$ cat config.mk
export PLATFORM = sky130hd
export DESIGN_NAME = two_channel_average_charge_control_unit
export DESIGN_NICKNAME = d
export VERILOG_FILES = /design/src/rtl/ccu_pkg.sv /design/src/rtl/ccu_ema.sv /design/src/rtl/ccu_front.sv /design/src/rtl/ccu_core.sv /design/src/rtl/two_channel_average_charge_control_unit.sv
export SDC_FILE = /design/constraint.sdc
export NUM_CORES = 1
export LEC_CHECK = 0
export ABC_CLOCK_PERIOD_IN_PS = 10380
export BUFFER_PORTS_ARGS = -buffer_cell sky130_fd_sc_hd__buf_2
export CAP_MARGIN = 20
export CORE_AREA = 2 2 165 167
export DETAILED_ROUTE_END_ITERATION = 7
export DIE_AREA = 0 0 167 169
export GPL_ROUTABILITY_DRIVEN = 0
export GPL_TIMING_DRIVEN = 0
export PLACE_DENSITY = 0.93
export SLEW_MARGIN = 20
export SYNTH_ARGS = -nofsm -noshare
export SYNTH_HDL_FRONTEND = slang
export SYNTH_HIERARCHICAL = 1
export SYNTH_SLANG_ARGS = --single-unit
$ cat constraint.sdc
create_clock -name clk_i -period 10.38 [get_ports clk_i]
set_input_delay 1.038 -clock clk_i [delete_from_list [all_inputs] [get_ports clk_i]]
set_output_delay 1.038 -clock clk_i [all_outputs]
set_load 0.005 [all_outputs]
$ cat src/rtl/ccu_pkg.sv
// Package: shared widths, reset values, register indexes and phase codes.
`timescale 1ns / 1ps
`default_nettype none

package ccu_pkg;

  localparam int unsigned SAMPLE_BITS_DEF = 10;
  localparam int unsigned BATT_W          = 16;
  localparam int unsigned SP_W            = 14;
  localparam int unsigned SHIFT_W         = 3;
  localparam int unsigned DEG_W           = 10;
  localparam int unsigned CFG_IDX_W       = 3;
  localparam int unsigned CFG_DATA_W      = 16;

  localparam logic [BATT_W-1:0]  STOP_LEVEL_RST  = 16'd52000;
  localparam logic [BATT_W-1:0]  START_LEVEL_RST = 16'd48000;
  localparam logic [SHIFT_W-1:0] SHIFT_RST       = 3'd3;
  localparam logic [DEG_W-1:0]   SP_MIN_RST      = 10'd50;
  localparam logic [DEG_W-1:0]   SP_MAX_RST      = 10'd250;

  typedef enum logic [CFG_IDX_W-1:0] {
    REG_STOP_LEVEL  = 3'd0,
    REG_START_LEVEL = 3'd1,
    REG_AVG_SHIFT   = 3'd2,
    REG_SP_MIN      = 3'd3,
    REG_SP_MAX      = 3'd4
  } ccu_reg_e;

  typedef enum logic [1:0] {
    PH_BATT_START = 2'd0,
    PH_BATT_WAIT  = 2'd1,
    PH_SP_START   = 2'd2,
    PH_SP_WAIT    = 2'd3
  } ccu_phase_e;

  // control travelling with a request from the front pipeline to the core
  typedef struct packed {
    logic valid;
    logic done;
  } ccu_ctl_t;

endpackage

`default_nettype wire

$ cat src/rtl/ccu_ema.sv
// Exponential moving average step: avg + ((x - avg) >>> shift).
`timescale 1ns / 1ps
`default_nettype none

module ccu_ema #(
  parameter int unsigned W = ccu_pkg::BATT_W
) (
  input  logic [W-1:0]                avg_i,
  input  logic [W-1:0]                x_i,
  input  logic [ccu_pkg::SHIFT_W-1:0] shift_i,
  output logic [W-1:0]                avg_o
);

  logic signed [W:0] diff;
  logic signed [W:0] step;

  assign diff  = $signed({1'b0, x_i}) - $signed({1'b0, avg_i});
  // arithmetic shift rounds toward minus infinity
  assign step  = diff >>> shift_i;
  // result lands between avg and x, so the low W bits are exact
  assign avg_o = avg_i + step[W-1:0];

endmodule

`default_nettype wire

$ cat src/rtl/ccu_front.sv
// Front pipeline: input register, setpoint span multiply, divide by full scale.
`timescale 1ns / 1ps
`default_nettype none

module ccu_front #(
  parameter int unsigned SAMPLE_BITS = ccu_pkg::SAMPLE_BITS_DEF
) (
  input  logic                            clk_i,
  input  logic                            rst_ni,
  input  logic                            in_valid_i,
  output logic                            in_stall_o,
  input  logic                            conv_done_i,
  input  logic [SAMPLE_BITS-1:0]          sample_i,
  input  logic [ccu_pkg::DEG_W-1:0]       sp_min_i,
  input  logic [ccu_pkg::DEG_W-1:0]       sp_max_i,
  output ccu_pkg::ccu_ctl_t               ctl_o,
  output logic [SAMPLE_BITS-1:0]          sample_o,
  output logic [ccu_pkg::SP_W-1:0]        target_o,
  input  logic                            ready_i
);

  localparam int unsigned SB    = SAMPLE_BITS;
  localparam int unsigned SPW   = ccu_pkg::SP_W;
  localparam int unsigned PW    = SPW + SB;
  localparam int unsigned RW    = ((SB > SPW) ? SB : SPW) + 1;
  localparam logic [RW-1:0] FULL = RW'((64'd1 << SB) - 64'd1);

  // stage valids and loads
  logic v0_q, v1_q, v2_q;
  logic rdy0, rdy1, rdy2;

  logic          done0_q, done1_q, done2_q;
  logic [SB-1:0] smp0_q, smp1_q, smp2_q;
  logic [PW-1:0] prod_q;
  logic [SPW-1:0] target_q;

  logic                     desc;
  logic [ccu_pkg::DEG_W-1:0] deg_diff;
  logic [SPW-1:0]           span;
  logic [SPW-1:0]           base;
  logic [PW-1:0]            prod_d;

  logic [RW-1:0] a1, r1, a2, r2, a3, r3, quo;
  logic [SPW-1:0] target_d;

  assign rdy2       = !v2_q || ready_i;
  assign rdy1       = !v1_q || rdy2;
  assign rdy0       = !v0_q || rdy1;
  assign in_stall_o = !rdy0;

  // span in sixteenths of a degree; the user must hold config steady while requests are in flight (not enforced)
  assign desc     = sp_max_i < sp_min_i;
  assign deg_diff = desc ? (sp_min_i - sp_max_i) : (sp_max_i - sp_min_i);
  assign span     = {deg_diff, 4'b0000};
  assign base     = {sp_min_i, 4'b0000};
  assign prod_d   = PW'(span) * PW'(smp0_q);

  // floor(p / (2^SB - 1)) by folding the high part back into the low part
  always_comb begin
    a1  = RW'(prod_q[PW-1:SB]);
    r1  = a1 + RW'(prod_q[SB-1:0]);
    a2  = r1 >> SB;
    r2  = a2 + RW'(r1[SB-1:0]);
    a3  = r2 >> SB;
    r3  = a3 + RW'(r2[SB-1:0]);
    quo = a1 + a2 + a3 + RW'(r3 >= FULL);
    target_d = desc ? (base - quo[SPW-1:0]) : (base + quo[SPW-1:0]);
  end

  always_ff @(posedge clk_i or negedge rst_ni) begin
    if (!rst_ni) begin
      v0_q <= 1'b0;
      v1_q <= 1'b0;
      v2_q <= 1'b0;
    end else begin
      if (rdy0) v0_q <= in_valid_i;
      if (rdy1) v1_q <= v0_q;
      if (rdy2) v2_q <= v1_q;
    end
  end

  always_ff @(posedge clk_i) begin
    if (rdy0) begin
      done0_q <= conv_done_i;
      smp0_q  <= sample_i;
    end
    if (rdy1) begin
      done1_q <= done0_q;
      smp1_q  <= smp0_q;
      prod_q  <= prod_d;
    end
    if (rdy2) begin
      done2_q  <= done1_q;
      smp2_q   <= smp1_q;
      target_q <= target_d;
    end
  end

  assign ctl_o.valid = v2_q;
  assign ctl_o.done  = done2_q;
  assign sample_o    = smp2_q;
  assign target_o    = target_q;

endmodule

`default_nettype wire

$ cat src/rtl/ccu_core.sv
// Core: phase sequencer, both moving averages, relay hysteresis, result register.
`timescale 1ns / 1ps
`default_nettype none

module ccu_core #(
  parameter int unsigned SAMPLE_BITS = ccu_pkg::SAMPLE_BITS_DEF
) (
  input  logic                          clk_i,
  input  logic                          rst_ni,
  input  ccu_pkg::ccu_ctl_t             ctl_i,
  input  logic [SAMPLE_BITS-1:0]        sample_i,
  input  logic [ccu_pkg::SP_W-1:0]      target_i,
  output logic                          ready_o,
  input  logic [ccu_pkg::BATT_W-1:0]    stop_level_i,
  input  logic [ccu_pkg::BATT_W-1:0]    start_level_i,
  input  logic [ccu_pkg::SHIFT_W-1:0]   avg_shift_i,
  output logic                          out_valid_o,
  input  logic                          out_stall_i,
  output logic                          start_conv_o,
  output logic                          channel_sel_o,
  output logic                          charge_relay_o,
  output logic [ccu_pkg::BATT_W-1:0]    battery_level_o,
  output logic [ccu_pkg::SP_W-1:0]      setpoint_level_o
);

  localparam int unsigned BW        = ccu_pkg::BATT_W;
  localparam int unsigned SPW       = ccu_pkg::SP_W;
  localparam int unsigned BATT_SHIFT = BW - SAMPLE_BITS;

  ccu_pkg::ccu_phase_e phase_q, phase_d;
  logic           out_valid_q, out_valid_d;
  logic           start_q, start_d;
  logic           relay_q, relay_d;
  logic [BW-1:0]  batt_q, batt_d, batt_new;
  logic [SPW-1:0] sp_q, sp_d, sp_new;
  logic [BW-1:0]  batt_x;
  logic           adv;

  assign ready_o = !out_valid_q || !out_stall_i;
  assign adv     = ctl_i.valid && ready_o;
  assign batt_x  = BW'(sample_i) << BATT_SHIFT;

  ccu_ema #(.W(BW)) u_batt_ema (
    .avg_i   (batt_q),
    .x_i     (batt_x),
    .shift_i (avg_shift_i),
    .avg_o   (batt_new)
  );

  ccu_ema #(.W(SPW)) u_sp_ema (
    .avg_i   (sp_q),
    .x_i     (target_i),
    .shift_i (avg_shift_i),
    .avg_o   (sp_new)
  );

  always_ff @(posedge clk_i or negedge rst_ni) begin
    if (!rst_ni) begin
      phase_q     <= ccu_pkg::PH_BATT_START;
      out_valid_q <= 1'b0;
      start_q     <= 1'b0;
      relay_q     <= 1'b0;
      batt_q      <= '0;
      sp_q        <= '0;
    end else begin
      phase_q     <= phase_d;
      out_valid_q <= out_valid_d;
      start_q     <= start_d;
      relay_q     <= relay_d;
      batt_q      <= batt_d;
      sp_q        <= sp_d;
    end
  end

  // state registers double as the result register: they only move with a request
  always_comb begin
    phase_d     = phase_q;
    start_d     = start_q;
    relay_d     = relay_q;
    batt_d      = batt_q;
    sp_d        = sp_q;
    out_valid_d = ready_o ? adv : out_valid_q;
    if (adv) begin
      start_d = 1'b0;
      unique case (phase_q)
        ccu_pkg::PH_BATT_START: begin
          start_d = 1'b1;
          phase_d = ccu_pkg::PH_BATT_WAIT;
        end
        ccu_pkg::PH_BATT_WAIT: begin
          if (ctl_i.done) begin
            batt_d  = batt_new;
            // stop test first, it wins when the levels overlap
            if (batt_new >= stop_level_i) begin
              relay_d = 1'b0;
            end else if (batt_new <= start_level_i) begin
              relay_d = 1'b1;
            end
            phase_d = ccu_pkg::PH_SP_START;
          end
        end
        ccu_pkg::PH_SP_START: begin
          start_d = 1'b1;
          phase_d = ccu_pkg::PH_SP_WAIT;
        end
        ccu_pkg::PH_SP_WAIT: begin
          if (ctl_i.done) begin
            sp_d    = sp_new;
            phase_d = ccu_pkg::PH_BATT_START;
          end
        end
        default: begin
          phase_d = ccu_pkg::PH_BATT_START;
        end
      endcase
    end
  end

  assign out_valid_o      = out_valid_q;
  assign start_conv_o     = start_q;
  assign channel_sel_o    = phase_q[1];
  assign charge_relay_o   = relay_q;
  assign battery_level_o  = batt_q;
  assign setpoint_level_o = sp_q;

endmodule

`default_nettype wire

$ cat src/rtl/two_channel_average_charge_control_unit.sv
// Top level: two-channel converter sequencer with averaging and charge relay.
//
//  channel | direction | handshake                | payload
//  --------+-----------+--------------------------+---------------------------------
//  in      | to block  | in_valid_i / in_stall_o  | conv_done_i, sample_i
//  out     | from block| out_valid_o / out_stall_i| start_conv_o, channel_sel_o,
//          |           |                          | charge_relay_o, battery_level_o,
//          |           |                          | setpoint_level_o
//  cfg     | to block  | cfg_valid_i / cfg_ready_o| cfg_index_i, cfg_data_i
//
// One request per cycle sustained while out_stall_i stays low; a request taken into the input
// register passes the span multiply, divide by full scale and state update registers in turn.
// The state update stage is the only loop.
// Reset clears phase, both averages and the relay; config returns to defaults.
// An output stall holds the result; the front stages keep filling until full.
// cfg_ready_o is always high.
`timescale 1ns / 1ps
`default_nettype none

module two_channel_average_charge_control_unit #(
  parameter int unsigned SAMPLE_BITS = ccu_pkg::SAMPLE_BITS_DEF
) (
  input  logic                              clk_i,
  input  logic                              rst_ni,
  input  logic                              in_valid_i,
  output logic                              in_stall_o,
  input  logic                              conv_done_i,
  input  logic [SAMPLE_BITS-1:0]            sample_i,
  output logic                              out_valid_o,
  input  logic                              out_stall_i,
  output logic                              start_conv_o,
  output logic                              channel_sel_o,
  output logic                              charge_relay_o,
  output logic [ccu_pkg::BATT_W-1:0]        battery_level_o,
  output logic [ccu_pkg::SP_W-1:0]          setpoint_level_o,
  input  logic                              cfg_valid_i,
  output logic                              cfg_ready_o,
  input  logic [ccu_pkg::CFG_IDX_W-1:0]     cfg_index_i,
  input  logic [ccu_pkg::CFG_DATA_W-1:0]    cfg_data_i
);

  logic [ccu_pkg::BATT_W-1:0]  stop_level_q;
  logic [ccu_pkg::BATT_W-1:0]  start_level_q;
  logic [ccu_pkg::SHIFT_W-1:0] avg_shift_q;
  logic [ccu_pkg::DEG_W-1:0]   sp_min_q;
  logic [ccu_pkg::DEG_W-1:0]   sp_max_q;

  ccu_pkg::ccu_ctl_t           ctl;
  logic [SAMPLE_BITS-1:0]      front_sample;
  logic [ccu_pkg::SP_W-1:0]    front_target;
  logic                        core_ready;

  assign cfg_ready_o = 1'b1;

  always_ff @(posedge clk_i or negedge rst_ni) begin
    if (!rst_ni) begin
      stop_level_q  <= ccu_pkg::STOP_LEVEL_RST;
      start_level_q <= ccu_pkg::START_LEVEL_RST;
      avg_shift_q   <= ccu_pkg::SHIFT_RST;
      sp_min_q      <= ccu_pkg::SP_MIN_RST;
      sp_max_q      <= ccu_pkg::SP_MAX_RST;
    end else if (cfg_valid_i && cfg_ready_o) begin
      unique case (ccu_pkg::ccu_reg_e'(cfg_index_i))
        ccu_pkg::REG_STOP_LEVEL:  stop_level_q  <= cfg_data_i;
        ccu_pkg::REG_START_LEVEL: start_level_q <= cfg_data_i;
        ccu_pkg::REG_AVG_SHIFT:   avg_shift_q   <= cfg_data_i[ccu_pkg::SHIFT_W-1:0];
        ccu_pkg::REG_SP_MIN:      sp_min_q      <= cfg_data_i[ccu_pkg::DEG_W-1:0];
        ccu_pkg::REG_SP_MAX:      sp_max_q      <= cfg_data_i[ccu_pkg::DEG_W-1:0];
        default: ;
      endcase
    end
  end

  ccu_front #(.SAMPLE_BITS(SAMPLE_BITS)) u_front (
    .clk_i       (clk_i),
    .rst_ni      (rst_ni),
    .in_valid_i  (in_valid_i),
    .in_stall_o  (in_stall_o),
    .conv_done_i (conv_done_i),
    .sample_i    (sample_i),
    .sp_min_i    (sp_min_q),
    .sp_max_i    (sp_max_q),
    .ctl_o       (ctl),
    .sample_o    (front_sample),
    .target_o    (front_target),
    .ready_i     (core_ready)
  );

  ccu_core #(.SAMPLE_BITS(SAMPLE_BITS)) u_core (
    .clk_i            (clk_i),
    .rst_ni           (rst_ni),
    .ctl_i            (ctl),
    .sample_i         (front_sample),
    .target_i         (front_target),
    .ready_o          (core_ready),
    .stop_level_i     (stop_level_q),
    .start_level_i    (start_level_q),
    .avg_shift_i      (avg_shift_q),
    .out_valid_o      (out_valid_o),
    .out_stall_i      (out_stall_i),
    .start_conv_o     (start_conv_o),
    .channel_sel_o    (channel_sel_o),
    .charge_relay_o   (charge_relay_o),
    .battery_level_o  (battery_level_o),
    .setpoint_level_o (setpoint_level_o)
  );

endmodule

`default_nettype wire
Yosys cells after proc, flatten, opt, wreduce, memory -nomap -nowiden
Index checks and enable logic that the tools add are counted.
Operators by class
  multiplexer cells: 8
  $add $sub $neg: 14
  eq/ne operators: 9
  order comparisons: 4
  multipliers: 1
  reduce and logical (&&, ||, !) cells: 24
  shift-type cells: 2
Operators by type and width (count)
  14-bit adder: 2
  14-bit by 5-bit adder with 14-bit output: 2
  5-bit by 10-bit adder with 11-bit output: 2
  10-bit by 10-bit multiplier with 20-bit output: 1
  10-bit subtractor: 2
  17-bit by 3-bit >>> shifter with 16-bit output: 1
  16-bit by 16-bit subtractor with 17-bit output: 1
  16-bit adder: 1
  16-bit >= comparator: 1
  16-bit less-or-equal comparator: 1
  14-bit by 10-bit adder with 15-bit output: 1
  15-bit by 10-bit >= comparator with 1-bit output, second input constant: 1
  15-bit by 3-bit >>> shifter with 14-bit output: 1
  14-bit by 14-bit subtractor with 15-bit output: 1
  14-bit by 1-bit adder with 14-bit output: 1
  14-bit two-way mux: 1
  14-bit subtractor: 1
  10-bit less-than comparator: 1
  10-bit two-way mux: 1
  2-bit AND reduction: 5
  3-bit AND reduction: 3
  2-bit one-hot mux with 4 select lines: 1
  3-bit by 2-bit == test with 1-bit output, second input constant: 2
  1-bit zero test: 6
  other kinds (14): 22
Storage, ports and cells
  bits in registers: 160

Longest topological paths before layout
  depth after elaboration: 7
  gate-level depth with buffers: 40
  mapped depth without buffers: 40

Hierarchy
The synthesis kept the hierarchy.
By module, submodules not included
  ccu_front: seq. area each 2087.0 um^2, times used 1, cells an instance 845, area each 8373.0 um^2
  ccu_core: seq. area each 875.8 um^2, times used 1, cells an instance 237, area each 2202.1 um^2
  two_channel_average_charge_control_unit: seq. area each 1406.3 um^2, times used 1, cells an instance 122, area each 2142.1 um^2
  ccu_ema (u_core.u_batt_ema): seq. area each 0.0 um^2, times used 1, cells an instance 296, area each 2119.5 um^2
  ccu_ema (u_core.u_sp_ema): seq. area each 0.0 um^2, times used 1, cells an instance 219, area each 1783.0 um^2

Least setup slack after synthesis
Ideal clock, no wire load.
  path type: register to register
  from: reg u_front.prod_q[14]
  to: reg u_front.target_q[13], in the netlist u_front/target_o[13] (data pin)
  data arrival time: 7.299 ns
  path slack: 2.821 ns
  stages on the path, launching flop included: 41
  buffers on the path: 0
  cell sequence: edfxtp_1 -> ha_1 -> inv_1 -> fa_1 -> inv_1 -> a21o_1 -> a21oi_1 -> o21bai_1 -> a21o_1 -> and3_1 -> xor2_1 -> ha_1 -> fa_1 -> a31oi_1 -> inv_1 -> a21oi_1 -> nor4_1 -> ha_1 -> (+5 left out) -> fa_1 -> ha_1 -> fa_1 -> nor2b_1 -> o21ai_0 -> a21boi_0 -> o21ai_0 -> nand2_1 -> and3_1 -> xor2_1 -> ha_1 -> nand3_1 -> o2111ai_1 -> a21oi_1 -> o21bai_1 -> a311oi_1 -> a21oi_1 -> xnor2_1
On the way
  cells in the longest elaborated chain, start to end: 7
Ends and longest elaborated chain
  from (decl): RTL line ccu_front.sv:34  | logic [PW-1:0] prod_q;
  from (signal assigned): RTL line ccu_front.sv:90  | prod_q <= prod_d;
  14-bit by 10-bit adder with 15-bit output: RTL line ccu_front.sv:61  | r1 = a1 + RW'(prod_q[SB-1:0]);
  5-bit by 10-bit adder with 11-bit output: RTL line ccu_front.sv:63  | r2 = a2 + RW'(r1[SB-1:0]);
  5-bit by 10-bit adder with 11-bit output: RTL line ccu_front.sv:65  | r3 = a3 + RW'(r2[SB-1:0]);
  15-bit by 10-bit >= comparator with 1-bit output: RTL line ccu_front.sv:66  | quo = a1 + a2 + a3 + RW'(r3 >= FULL);
  14-bit by 1-bit adder with 14-bit output *: RTL line ccu_front.sv:66
  14-bit adder / 14-bit subtractor (equally long branches): RTL line ccu_front.sv:67  | target_d = desc ? (base - quo[SPW-1:0]) : (base + quo[SPW-1:0]);
  14-bit two-way mux *: RTL line ccu_front.sv:67
  named net u_front.target_d[13]: RTL line ccu_front.sv:44  | logic [SPW-1:0] target_d;
  to (signal assigned): RTL line ccu_front.sv:95  | target_q <= target_d;
  to (decl): RTL line ccu_front.sv:35  | logic [SPW-1:0] target_q;
The timed path passes the listed nets; every way through them passes the cells marked *.
A chain may end at the register's enable or synchronous reset.

Worst setup path in the final report
  from: reg u_front.prod_q[14]
  to: reg u_front.target_q[11], in the netlist u_front/target_o[11] (data pin)
The elaborated chain is that of the path after synthesis.

==> summary.txt <==
Outcome
  – Status: finished, violations left
  – Failing checks: DRC

Detailed routing
  – Drt first pass iters: 8
  – Initial drt markers: 1847
  – DRC viols: 2
  – Via-per-instance ratio: 6.50
  – Via count: 14100
  – Final wirelength: 43300 µm
  – Remaining antenna violation count: 0
  – Avg WL per Cell: 20.0 µm

Floorplan
  – Core area: 0.0265 mm²
  – Die Wd: 167 µm
  – Die area: 0.0282 mm²
  – Die extent in y: 169 µm
  – Initial core utilization: 62.7%
  – Num ports: 71
  – Rows: 60

Cells and area
  – FF+latch area: 0.00437 mm²
  – Commonest cells after routing, fill and taps aside: ha_1, inv_1, nand2_1, a21oi_1, mux2_2
  – Layout cells sized above 1: 16.1%
  – Commonest non-fill, non-tap cell in the layout: ha_1
  – ANT cells: 0
  – Nets: 2136
  – FILL cells: 1750
  – Multi-input logic area: 0.0113 mm²
  – Synthesis-to-layout area growth: 8.21%

Worst setup path
  – Critical Path Source Type: flop
  – Worst Path Arrival: 9.22 ns
  – Critical Path Max Stage Delay: 0.49 ns
  – Worst r2r dst: u_front/target_o[11]$_DFFE_PP_
  – Crit-path slowest cell: fa_1
  – Most used cell, CP: ha_1
  – R2r setup slk: 1.32 ns
  – CP endpoint kind: flop
  – CP Max Fanout: 3
  – CP Class: reg -> reg
  – Req. time, crit path: 10.54 ns
  – R2R cell count: 39
  – RR Startpoint: u_front/prod_q[14]$_DFFE_PP_

Global route
  – Antenna violations before repair: 0
  – Number of global-route vias before repair: 14400
  – Gr ovfl total: 0
  – GRT busiest layer: met2
  – First-pass GRT wire length: 70700 µm
  – Grt met2 use: 54.2%
  – Met1 Use GR: 35.9%
  – GRT Util Overall: 30.9%
  – Met3 Use GR: 4.89%
  – Largest net degree at the start of global routing: 85

Placement
  – HPWL after detailed placement: 31500 µm
  – Port bufs: 69

Synth
  – Post-synth EDFFs: 67
  – Async set-reset flop share out of synthesis: 58.1%
  – Main synth FF type: dfrtp_1
  – Synth Instances: 1719
  – Synthesized area per cell: 9.67 µm²
  – Sequential area share after synthesis: 26.3%
  – Synthesized area: 0.0166 mm²
  – Synth unique cells: 99
  – #FFs+latches synth: 160
  – Yosys warning total: 6

CTS
  – CTS tree: built
  – Hold-fix buffer count after cts: 0
  – Clock buffer depth: 2
  – CTS clk-pin slew, worst paths: 0.07 ns
  – Clk root buf: clkbuf_16
  – Clock sinks: 160
  – Post-CTS Setup Inserts: 0
  – H-tree Lvls: 4
  – Worst-skew pair later-pin latency: 0.44 ns
  – CTS resizes: 0
  – CTS Buf Count: 17

STA
  – Relative slew slack: 28.5%
  – Final Cycle Share: 87.3%
  – Maximum clock rate: 110 MHz
  – Final Hold Fails: 0
  – TNS Setup: 0 ns
  – Worst clock skew: 0.0142 ns
  – Worst slew pin tran: 1.07 ns
  – Max Slew Vio Count: 0
  – Min Tclk post-route: 9.06 ns
  – RSZ-0062 raised after global routing: false
  – Final setup violation count: 0

Job
  – Max-Cap Viols: 0

Min path
  – Worst Hold Class: in -> async
[area by class of cell]
cell class | instances | share of cell area [%]
Clock buffer | 19 | 2.41
Tap cell | 341 | 2.37
Buffer | 52 | 1.46
Timing Repair Buffer | 70 | 2.11
Multi-Input combinational cell | 1313 | 62.6
Clock inverter | 13 | 0.564
Inverter | 200 | 4.17
Sequential cell | 160 | 24.3
[how the worst max path moves through the flow]
stage,start,to,slack (ns),depth (start not counted)
after floorplan,u_front/prod_q[14]$_DFFE_PP_,u_front/target_o[13]$_DFFE_PP_,2.82,40
after global placement,u_front/prod_q[14]$_DFFE_PP_,u_front/target_o[13]$_DFFE_PP_,2.20,40
after detailed placement,u_front/prod_q[14]$_DFFE_PP_,u_front/target_o[13]$_DFFE_PP_,1.85,40
after CTS,u_front/prod_q[14]$_DFFE_PP_,u_front/target_o[11]$_DFFE_PP_,1.57,39
after global routing,u_front/prod_q[14]$_DFFE_PP_,u_front/target_o[11]$_DFFE_PP_,0.97,39
final,u_front/prod_q[14]$_DFFE_PP_,u_front/target_o[11]$_DFFE_PP_,1.32,39
[logic make-up after synthesis]
| family | after synthesis | synth area share (%) |
|---|---|---|
| other | 2 | 0.0452 |
| XOR/XNOR | 107 | 5.68 |
| AND/OR/NAND/NOR | 461 | 14.4 |
| flip-flops | 160 | 26.3 |
| AO/OA/AOI/OAI | 329 | 13.7 |
| multiplexers | 121 | 8.75 |
| adder cells (fa/ha/maj) | 287 | 25.0 |
| buffers and inverters | 252 | 6.10 |
[worst max-delay path, delay by kind of cell (launching register included)]
family                   cells  cell delay [ns]
adder cells (fa/ha/maj)     10             2.89
buffers and inverters        4             0.29
AND/OR/NAND/NOR              9             1.85
flip-flops                   1             0.44
AO/OA/AOI/OAI               13             2.76
XOR/XNOR                     3             0.55
[state kept, by name (all words and copies together), names as in the netlist, 2 cells and up]
signal and flops:
u_front/smp0_q 10, u_front/sample_o 10, start_level_q 16, stop_level_q 16, u_core/setpoint_level_o 14, avg_shift_q 3, sp_max_q 10, u_front/smp1_q 10
u_core/phase_q 2, u_front/prod_q 20, u_front/target_o 14, sp_min_q 10, u_core/battery_level_o 16
[Yosys cell counts (5+ instances only)]
library cell	n	area share, %
buf_1	5	0.11
nor3_1	26	0.78
a31oi_1	12	0.45
o21a_1	10	0.45
o21ai_0	56	1.7
mux2i_1	20	1.2
mux2_2	91	6.2
o211ai_1	18	0.81
fa_1	75	9.0
and2_1	36	1.4
or2_2	12	0.45
nand3_1	34	1.0
dfrtp_1	69	10
nand2b_1	20	0.75
or3_1	13	0.49
xor2_1	38	2.0
nand2_1	146	3.3
a211oi_1	10	0.45
buf_2	9	0.27
inv_1	199	4.5
edfxtp_1	67	12
xnor2_1	68	3.6
nor2b_1	27	1.0
and3_1	23	0.87
nor2_1	66	1.5
ha_1	212	16
nand4_1	13	0.49
buf_4	9	0.41
o21bai_1	11	0.50
nor4_1	7	0.26
nor3b_1	10	0.45
clkbuf_1	26	0.59
dfstp_2	24	3.8
a21o_1	29	1.3
a21oi_1	99	3.0
mux4_2	9	1.2
[metal layers]
metal,vias up,wire length (µm)
met3,239,3270
met5,-,0
met4,0,2510
li1,6220,-
met2,853,21600
met1,6789,16000
[stage by stage]
| stage | std cells | util, % | hold WS [ns] | worst slack [ns] | instance area (µm²) |
|---|---|---|---|---|---|
| global route | 2168 | 67.9 | 0.400 | 0.971 | 18000 |
| floorplan | 1725 | - | 0.400 | 2.82 | 16600 |
| detailed placement | 2136 | 65.8 | 0.405 | 1.85 | 17500 |
| CTS | 2168 | 67.9 | 0.397 | 1.57 | 18000 |
| global placement | 2135 | 65.7 | 0.403 | 2.20 | 17400 |
| finish | 2168 | 67.9 | 0.398 | 1.32 | 18000 |
Power is left out: the tool's default activity adds up to more than one toggle a clock period on the data nets, which glitch-free logic cannot reach.
